<file path="src/hdl/fmc_pkg.sv">
`default_nettype none

package fmc_pkg;

	localparam int unsigned WordWidth  = 16;
	localparam int unsigned StampWidth = 32;
	localparam int unsigned SumWidth   = 32;

	// Mixing constants: golden-ratio stamp multiplier and the murmur3 fmix32 set.
	localparam logic [31:0] Golden = 32'h9E37_79B9;
	localparam logic [31:0] MixC1  = 32'h85EB_CA6B;
	localparam logic [31:0] MixC2  = 32'hC2B2_AE35;
	localparam int unsigned MixS1  = 13;
	localparam int unsigned MixS2  = 16;

	// One accepted word as it travels from the front to the back.
	typedef struct packed {
		logic [StampWidth-1:0] stamp;
		logic                  last;
		logic [WordWidth-1:0]  word;
	} fmc_entry_t;

	// Handshake between a producer and the queue, and between the queue and a consumer.
	typedef struct packed {
		logic       valid;
		fmc_entry_t entry;
	} fmc_push_t;

	typedef struct packed {
		logic       full;
		logic       empty;
	} fmc_qstat_t;

endpackage

`default_nettype wire

</file>
<file path="src/hdl/fmc_front.sv">
`default_nettype none

module fmc_front
	import fmc_pkg::*;
(
	input  wire logic                  clk,
	input  wire logic                  arst_n,
	input  wire logic                  in_valid,
	output logic                       in_ready,
	input  wire logic [WordWidth-1:0]  in_word,
	input  wire logic                  in_last,
	input  wire logic [StampWidth-1:0] in_stamp,
	input  wire fmc_qstat_t            qstat,
	output fmc_push_t                  push
);

	logic       valid_q;
	fmc_entry_t entry_q;
	logic       push_fire;

	assign push_fire = valid_q && !qstat.full;
	assign in_ready  = !valid_q || push_fire;

	assign push.valid = push_fire;
	assign push.entry = entry_q;

	always_ff @(posedge clk or negedge arst_n) begin
		if (!arst_n) begin
			valid_q <= 1'b0;
		end else if (in_ready) begin
			valid_q <= in_valid;
		end
	end

	// The stamp only matters on the last word, so it is dropped from the others.
	always_ff @(posedge clk) begin
		if (in_ready && in_valid) begin
			entry_q.word  <= in_word;
			entry_q.last  <= in_last;
			entry_q.stamp <= in_last ? in_stamp : '0;
		end
	end

endmodule

`default_nettype wire

</file>
<file path="src/hdl/fmc_queue.sv">
`default_nettype none

module fmc_queue
	import fmc_pkg::*;
#(
	parameter int unsigned Depth = 4
) (
	input  wire logic      clk,
	input  wire logic      arst_n,
	input  wire fmc_push_t push,
	input  wire logic      pop,
	output fmc_entry_t     head,
	output fmc_qstat_t     qstat
);

	localparam int unsigned PtrW = (Depth > 1) ? $clog2(Depth) : 1;
	localparam int unsigned CntW = $clog2(Depth + 1);

	fmc_entry_t      slot_q [Depth];
	logic [PtrW-1:0] wr_q;
	logic [PtrW-1:0] rd_q;
	logic [CntW-1:0] count_q;
	logic            do_push;
	logic            do_pop;

	assign qstat.full  = (count_q == CntW'(Depth));
	assign qstat.empty = (count_q == '0);
	assign do_push     = push.valid && !qstat.full;
	assign do_pop      = pop && !qstat.empty;
	assign head        = slot_q[rd_q];

	always_ff @(posedge clk or negedge arst_n) begin
		if (!arst_n) begin
			wr_q    <= '0;
			rd_q    <= '0;
			count_q <= '0;
		end else begin
			if (do_push) begin
				wr_q <= (wr_q == PtrW'(Depth - 1)) ? '0 : wr_q + 1'b1;
			end
			if (do_pop) begin
				rd_q <= (rd_q == PtrW'(Depth - 1)) ? '0 : rd_q + 1'b1;
			end
			if (do_push && !do_pop) begin
				count_q <= count_q + 1'b1;
			end else if (do_pop && !do_push) begin
				count_q <= count_q - 1'b1;
			end
		end
	end

	always_ff @(posedge clk) begin
		if (do_push) begin
			slot_q[wr_q] <= push.entry;
		end
	end

endmodule

`default_nettype wire

</file>
<file path="src/hdl/fmc_back.sv">
`default_nettype none

module fmc_back
	import fmc_pkg::*;
(
	input  wire logic                clk,
	input  wire logic                arst_n,
	input  wire fmc_entry_t          head,
	input  wire fmc_qstat_t          qstat,
	output logic                     pop,
	output logic                     out_valid,
	input  wire logic                out_ready,
	output logic [SumWidth-1:0]      out_checksum
);

	logic                  advance;
	logic [WordWidth-1:0]  low_q;
	logic [WordWidth-1:0]  high_q;
	logic [WordWidth:0]    low_raw;
	logic [WordWidth-1:0]  low_new;
	logic [WordWidth:0]    high_raw;
	logic [WordWidth-1:0]  high_new;

	logic                  valid_s1, valid_s2, valid_s3, valid_s4;
	logic [31:0]           packed_s1, packed_s2;
	logic [StampWidth-1:0] stamp_s1;
	logic [31:0]           prod_s2;
	logic [31:0]           mix_s3;
	logic [31:0]           mix_s4;
	logic [31:0]           x2;
	logic [31:0]           x3;
	logic [31:0]           x4;
	logic                  out_valid_q;
	logic [31:0]           out_q;

	// The whole back end moves together; it stops only when a result is waiting.
	assign advance = !out_valid_q || out_ready;
	assign pop     = advance && !qstat.empty;

	// End-around carry: a carry out of bit 15 is added back in, 0xFFFF stays.
	assign low_raw  = {1'b0, low_q} + {1'b0, head.word};
	assign low_new  = low_raw[WordWidth-1:0] + {{(WordWidth-1){1'b0}}, low_raw[WordWidth]};
	assign high_raw = {1'b0, high_q} + {1'b0, low_new};
	assign high_new = high_raw[WordWidth-1:0] + {{(WordWidth-1){1'b0}}, high_raw[WordWidth]};

	assign x2 = packed_s2 ^ prod_s2;
	assign x3 = mix_s3 ^ (mix_s3 >> MixS1);
	assign x4 = mix_s4 ^ (mix_s4 >> MixS2);

	always_ff @(posedge clk or negedge arst_n) begin
		if (!arst_n) begin
			low_q       <= '0;
			high_q      <= '0;
			valid_s1    <= 1'b0;
			valid_s2    <= 1'b0;
			valid_s3    <= 1'b0;
			valid_s4    <= 1'b0;
			out_valid_q <= 1'b0;
		end else if (advance) begin
			if (pop) begin
				low_q  <= head.last ? '0 : low_new;
				high_q <= head.last ? '0 : high_new;
			end
			valid_s1    <= pop && head.last;
			valid_s2    <= valid_s1;
			valid_s3    <= valid_s2;
			valid_s4    <= valid_s3;
			out_valid_q <= valid_s4;
		end
	end

	always_ff @(posedge clk) begin
		if (advance) begin
			packed_s1 <= {high_new, low_new};
			stamp_s1  <= head.stamp;
			packed_s2 <= packed_s1;
			prod_s2   <= 32'(stamp_s1 * Golden);
			mix_s3    <= 32'(x2 * MixC1);
			mix_s4    <= 32'(x3 * MixC2);
			out_q     <= x4;
		end
	end

	assign out_valid    = out_valid_q;
	assign out_checksum = out_q;

endmodule

`default_nettype wire

</file>
<file path="src/hdl/fletcher32_mixed_checksum_core.sv">
`default_nettype none

// Mixed Fletcher-32 checksum core. A message enters as a stream of 16-bit words,
// first byte in the low bits, one word per item, with tlast set on the final word.
// Each word updates two 16-bit Fletcher sums with end-around carry folding: the
// low sum adds the word, then the high sum adds the new low sum. On the last word
// the sums are packed high:low, XORed with stamp times 0x9E3779B9, and run through
// the murmur3 fmix32 finalizer without its first shift-XOR: multiply, shift-XOR
// by 13, multiply, shift-XOR by 16; the result leaves on the master side as one
// item and both sums return to zero. Words that are not last produce no output,
// and their stamp is ignored. While no result is held, the core sustains one word
// per clock cycle: the input register and a four-entry queue absorb short stalls,
// and the back end folds one word per cycle. When nothing stalls, a last word goes
// from the input register into the queue, is folded on its way out, and passes
// the packing, stamp-product and two multiply registers into the output register.
// A held result stalls the back end, and the queue then fills before the slave
// side deasserts tready.
module fletcher32_mixed_checksum_core
	import fmc_pkg::*;
#(
	parameter int unsigned QueueDepth = 4
) (
	input  wire logic        clk,
	input  wire logic        arst_n,
	input  wire logic        s_tvalid,
	output logic             s_tready,
	input  wire logic [47:0] s_tdata,   // word [15:0], stamp [47:16]
	input  wire logic        s_tlast,   // last word of the message
	output logic             m_tvalid,
	input  wire logic        m_tready,
	output logic [31:0]      m_tdata    // checksum [31:0]
);

	fmc_push_t  push;
	fmc_qstat_t qstat;
	fmc_entry_t head;
	logic       pop;

	// The front registers each accepted item and strips the stamp from inner words.
	fmc_front u_front (
		.clk      (clk),
		.arst_n   (arst_n),
		.in_valid (s_tvalid),
		.in_ready (s_tready),
		.in_word  (s_tdata[15:0]),
		.in_last  (s_tlast),
		.in_stamp (s_tdata[47:16]),
		.qstat    (qstat),
		.push     (push)
	);

	// A short queue lets the front keep accepting while the back waits on its output.
	fmc_queue #(
		.Depth (QueueDepth)
	) u_queue (
		.clk    (clk),
		.arst_n (arst_n),
		.push   (push),
		.pop    (pop),
		.head   (head),
		.qstat  (qstat)
	);

	// The back holds the running sums and the finalizer pipeline.
	fmc_back u_back (
		.clk          (clk),
		.arst_n       (arst_n),
		.head         (head),
		.qstat        (qstat),
		.pop          (pop),
		.out_valid    (m_tvalid),
		.out_ready    (m_tready),
		.out_checksum (m_tdata)
	);

endmodule

`default_nettype wire

</file>
<file path="config.mk">
export PLATFORM = sky130hd
export DESIGN_NAME = fletcher32_mixed_checksum_core
export DESIGN_NICKNAME = d
export VERILOG_FILES = /design/src/hdl/fmc_pkg.sv /design/src/hdl/fmc_front.sv /design/src/hdl/fmc_queue.sv /design/src/hdl/fmc_back.sv /design/src/hdl/fletcher32_mixed_checksum_core.sv
export SDC_FILE = /design/constraint.sdc
export NUM_CORES = 2
export LEC_CHECK = 0
export BUFFER_PORTS_ARGS = -buffer_cell sky130_fd_sc_hd__buf_2
export CORE_MARGIN = 2
export CORE_UTILIZATION = 25
export DETAILED_ROUTE_END_ITERATION = 10
export HOLD_SLACK_MARGIN = 0.15
export PLACE_DENSITY = 0.5
export SLEW_MARGIN = 5
export SYNTH_ARGS = -nofsm -noshare
export SYNTH_HDL_FRONTEND = slang
export SYNTH_SLANG_ARGS = --single-unit
</file>
<file path="constraint.sdc">
create_clock -name clk -period 9.2 [get_ports clk]
set_clock_uncertainty 0.1 [all_clocks]
set_input_delay 0 -clock clk [delete_from_list [all_inputs] [get_ports clk]]
set_output_delay 0 -clock clk [all_outputs]
set_load 0.05 [all_outputs]
</file>
==> PnR_summary.wiki <==
{| class="wikitable"
! Metric !! Value
|-
| Result of the run || finished clean
|-
| Shortest clock period the worst path allows after layout || approximately 8 ns
|-
| Class of the worst hold path || flop to flop
|-
| Yosys synthesis warning count || 0
|-
| # H-tree levels || 2
|-
| Mean cell area of the mapped netlist || ~13 um2
|-
| Relative max-transition margin || 0.222
|-
| Register clock-pin slew on the reported worst setup and hold paths || 0.08 ns
|-
| Number of distinct library cell variants in the gate-level netlist after synthesis || between 70 and 80
|-
| Number of max-cap violations || 0
|-
| Standard cell with the maximum stage delay on the critical path || sky130_fd_sc_hd__edfxtp_1
|-
| Aggregate negative setup slack || 0 ns
|-
| Effective utilization at floorplan || 0.251
|-
| Element type at the critical path end || flop
|-
| Clock buffer depth || 3
|-
| Setup-failing EPs final || 0
|-
| Area of the mapped netlist || between 40,000 and 50,000 um2
|-
| Antenna violations before repair || 4
|-
| Number of placement rows || 158
|-
| Ports placed on the boundary || 87
|-
| Vias in the first global route || a little under 30,000
|-
| Cell mode on critical path || sky130_fd_sc_hd__fa_1
|-
| Width of the die || 435 um
|-
| Post-CTS Setup Inserts || 0
|-
| Type of origin of the critical path || flop
|-
| Gpl congestion || ~0.90
|-
| Cell at the root of the clock tree || sky130_fd_sc_hd__clkbuf_16
|-
| Count of TritonRoute iterations in the first routing pass || 8
|-
| Share of cells above drive strength 1 || 0.0680
|-
| Core box area || around 190,000 um2
|-
| Total routing usage reported by global routing || 0.118
|-
| Clock tree from TritonCTS || done
|-
| Count of flip-flops with a built-in enable after synthesis || roughly 470
|-
| Highest clock rate || about 0.13 GHz
|-
| Data required, critical path || between 9 and 10 ns
|-
| Global-route wire length before repair || between 150,000 and 200,000 um
|-
| Placed wire-length estimate after detailed placement || between 90,000 and 100,000 um
|-
| Slew @ Worst Pin || between 1 and 1.5 ns
|-
| Net Count, Synth || between 4,000 and 5,000
|-
| Data arrival, critical path || between 8 and 9 ns
|-
| Largest fanout on the critical path || 8
|-
| Via density per instance || 4.07
|-
| Buffers added on ports || 86
|-
| Critical-path cell list || inv_1 -> fa_1 -> inv_1 -> fa_1 -> fa_1 -> inv_1 -> fa_1 -> inv_1 -> fa_1 -> inv_1 -> fa_1 -> inv_1 -> fa_1 -> fa_1 -> ha_1 -> and3_1 -> and3_1 -> a32o_1 -> a21oi_1 -> o21ai_0 -> o41ai_1 -> o21ai_0 -> a21oi_1 -> xnor2_1
|-
| Hold Vio Cnt, Final || 0
|-
| Synth Flop Type || sky130_fd_sc_hd__edfxtp_1
|-
| PostCTS Resize Cnt || 0
|-
| RSZ-0062 raised after global routing || false
|-
| Register bit total from synthesis || roughly 510
|-
| Via total after detailed routing || 26,500
|-
| Largest net degree at the start of global routing || ~140
|-
| Synthesis-to-layout area growth || 14.4%
|-
| Sequential-to-total area share from yosys stat || 0.327
|-
| DR WL/cell || about 17 um
|-
| Async set-or-reset flop fraction in the synthesized netlist || 0.0875
|-
| Grt ovf || 0
|-
| Number of CTS-inserted buffers || 53
|-
| Number of slew-limit violations in the final report || 0
|-
| Share of the clock period used by the worst path || 0.850
|-
| Startpoint-to-endpoint class of the critical path || flop to flop
|-
| Clock Sink Count || around 500
|-
| Total routed wirelength || ~110,000 um
|-
| Antenna Nets Post-Route || 0
|-
| Final net count || 5,270
|-
| DRC violation count after routing || 0
|-
| Die area || roughly 190,000 um2
|-
| Clock Latency Late Sink || 0.67 ns
|-
| Filler instances || between 15,000 and 20,000
|-
| Hold-fix buffer count after cts || between 100 and 150
|-
| 1st-iter DRT viols || approximately 1,200
|-
| Final standard cell utilization of the core || 0.287
|-
| Post-synthesis instance total || roughly 3,700
|-
| Y dimension of the die || approximately 440 um
|-
| Longest individual stage delay on the worst path || ~0.64 ns
|}
-- worst paths after layout --
check | endpoint | slack (ns) | cells past startpoint | start
setup / recovery | u_back.prod_s2[31] | 1.38 | 24 | u_back.stamp_s1[6]
hold / removal | u_back.packed_s2[22] | 0.32 | 0 | u_back.packed_s1[22]
setup reg to reg | u_back.prod_s2[31] | 1.38 | 24 | u_back.stamp_s1[6]
hold reg to reg | u_back.packed_s2[22] | 0.32 | 0 | u_back.packed_s1[22]
max in group asynchronous | u_queue.rd_q[0] | 8.01 | 4 | arst_n
min in group asynchronous | u_back.low_q[7] | 0.47 | 4 | arst_n
-- stage by stage --
stage | area, um2 | worst slack [ns] | std cells | hold slack [ns]
5_1_grt | 53200 | 0.723 | 6501 | 0.328
6_report | 53200 | 1.38 | 6501 | 0.319
4_1_cts | 53200 | 1.30 | 6497 | 0.308
2_1_floorplan | 46500 | 1.73 | 3698 | -0.396
3_3_place_gp | 50200 | 1.43 | 6264 | 0.0527
3_5_place_dp | 50200 | 1.33 | 6264 | 0.0674
-- synthesized netlist by cell type, drive strengths merged, types with 5 or more instances --
master / count / area [um2]
mux4: 49 / 1100
xor2: 95 / 832
nand4: 5 / 31.3
nor4: 6 / 43.8
a21o: 37 / 278
a31oi: 5 / 31.3
a21oi: 67 / 335
a211oi: 16 / 125
o211ai: 8 / 65.1
o2111ai: 5 / 50.0
o21a: 31 / 233
o21bai: 9 / 67.6
fa: 624 / 12500
ha: 620 / 7760
or3: 6 / 37.5
nand3: 26 / 130
buf: 11 / 57.6
clkbuf: 15 / 58.8
nor3: 20 / 100
and3: 9 / 56.3
o22ai: 6 / 37.5
dfrtp: 45 / 1130
nand2: 53 / 199
edfxtp: 469 / 14100
and2: 46 / 288
nor2: 94 / 353
nor2b: 7 / 43.8
or2: 8 / 50.1
o21ai: 49 / 245
inv: 965 / 3620
xnor2: 196 / 1720
a22o: 23 / 201
nand2b: 11 / 68.8
-- cells in the final DEF, fill, tap and decap left out, types with 7 or more instances in the layout --
cell	n
sky130_fd_sc_hd__inv_1	965
sky130_fd_sc_hd__fa_1	624
sky130_fd_sc_hd__ha_1	620
sky130_fd_sc_hd__edfxtp_1	469
sky130_fd_sc_hd__xnor2_1	196
sky130_fd_sc_hd__dlygate4sd3_1	134
sky130_fd_sc_hd__xor2_1	95
sky130_fd_sc_hd__nor2_1	93
sky130_fd_sc_hd__buf_2	86
sky130_fd_sc_hd__a21oi_1	67
sky130_fd_sc_hd__nand2_1	53
sky130_fd_sc_hd__clkbuf_16	53
sky130_fd_sc_hd__o21ai_0	49
sky130_fd_sc_hd__mux4_2	49
sky130_fd_sc_hd__dfrtp_1	43
sky130_fd_sc_hd__and2_1	41
sky130_fd_sc_hd__a21o_1	37
sky130_fd_sc_hd__o21a_1	31
sky130_fd_sc_hd__nand3_1	26
sky130_fd_sc_hd__buf_4	25
sky130_fd_sc_hd__a22o_1	23
sky130_fd_sc_hd__nor3_1	20
sky130_fd_sc_hd__a211oi_1	15
sky130_fd_sc_hd__nand2b_1	10
sky130_fd_sc_hd__clkinv_1	10
sky130_fd_sc_hd__and3_1	9
sky130_fd_sc_hd__o21bai_1	9
sky130_fd_sc_hd__clkbuf_1	9
sky130_fd_sc_hd__or2_2	8
sky130_fd_sc_hd__o211ai_1	7
sky130_fd_sc_hd__nor2b_1	7
sky130_fd_sc_hd__clkinv_2	7
-- sequential cells by signal (all words and copies together) (netlist names) --
name                 cells
u_back.prod_s2          32
u_front.push            49
u_back.mix_s4           32
u_queue.count_q          3
u_back.packed_s2        32
u_queue.rd_q             2
u_back.valid_s1          1
u_back.out_checksum     32
u_back.valid_s4          1
u_back.packed_s1        32
u_queue.slot_q         196
u_back.stamp_s1         32
u_front.valid_q          1
u_back.valid_s3          1
u_back.low_q            16
u_back.high_q           16
u_back.mix_s3           32
u_back.out_valid         1
u_queue.wr_q             2
u_back.valid_s2          1
-- kinds of logic after synthesis --
| family | Yosys count | share of synthesized area |
|---|---|---|
| XOR/XNOR | 293 | 0.0558 |
| multiplexers | 53 | 0.0247 |
| adder cells (fa/ha/maj) | 1244 | 0.435 |
| buffers and inverters | 991 | 0.0804 |
| AND/OR/NAND/NOR | 308 | 0.0333 |
| flip-flops | 514 | 0.327 |
| AO/OA/AOI/OAI | 295 | 0.0436 |
-- area by class of cell --
cell class / instances / area (um2) / area share
well taps: 2480 / 3100 / 0.0583
clock inverters: 35 / 295 / 0.00555
repair buffers: 246 / 1980 / 0.0372
multi-input cells: 2193 / 27600 / 0.519
diodes: 4 / 10.0 / 0.000188
clock buffers: 64 / 1390 / 0.0261
flip-flops and latches: 514 / 15200 / 0.286
inverters: 965 / 3620 / 0.0681
-- worst max-delay path: cells and delay by family, from the launching register on --
| kind | cells | cell delay, ns |
|---|---|---|
| adder cells (fa/ha/maj) | 9 | 4.20 |
| AO/OA/AOI/OAI | 6 | 1.56 |
| flip-flops | 1 | 0.64 |
| buffers and inverters | 6 | 0.51 |
| AND/OR/NAND/NOR | 2 | 0.42 |
| XOR/XNOR | 1 | 0.09 |
-- routing by layer --
| layer | wire [um] | GRT usage | share of wire | vias up |
|---|---|---|---|---|
| met4 | 1990 | 0.0225 | 0.018 | 0 |
| met2 | 53900 | 0.204 | 0.49 | 395 |
| li1 | - | - | - | 12600 |
| met3 | 3360 | 0.0142 | 0.030 | 102 |
| met5 | 0 | 0 | 0 | - |
| met1 | 51100 | 0.160 | 0.46 | 13400 |
Power is left out: the tool's default activity adds up to more than one toggle a clock period on the data nets, which glitch-free logic cannot reach.
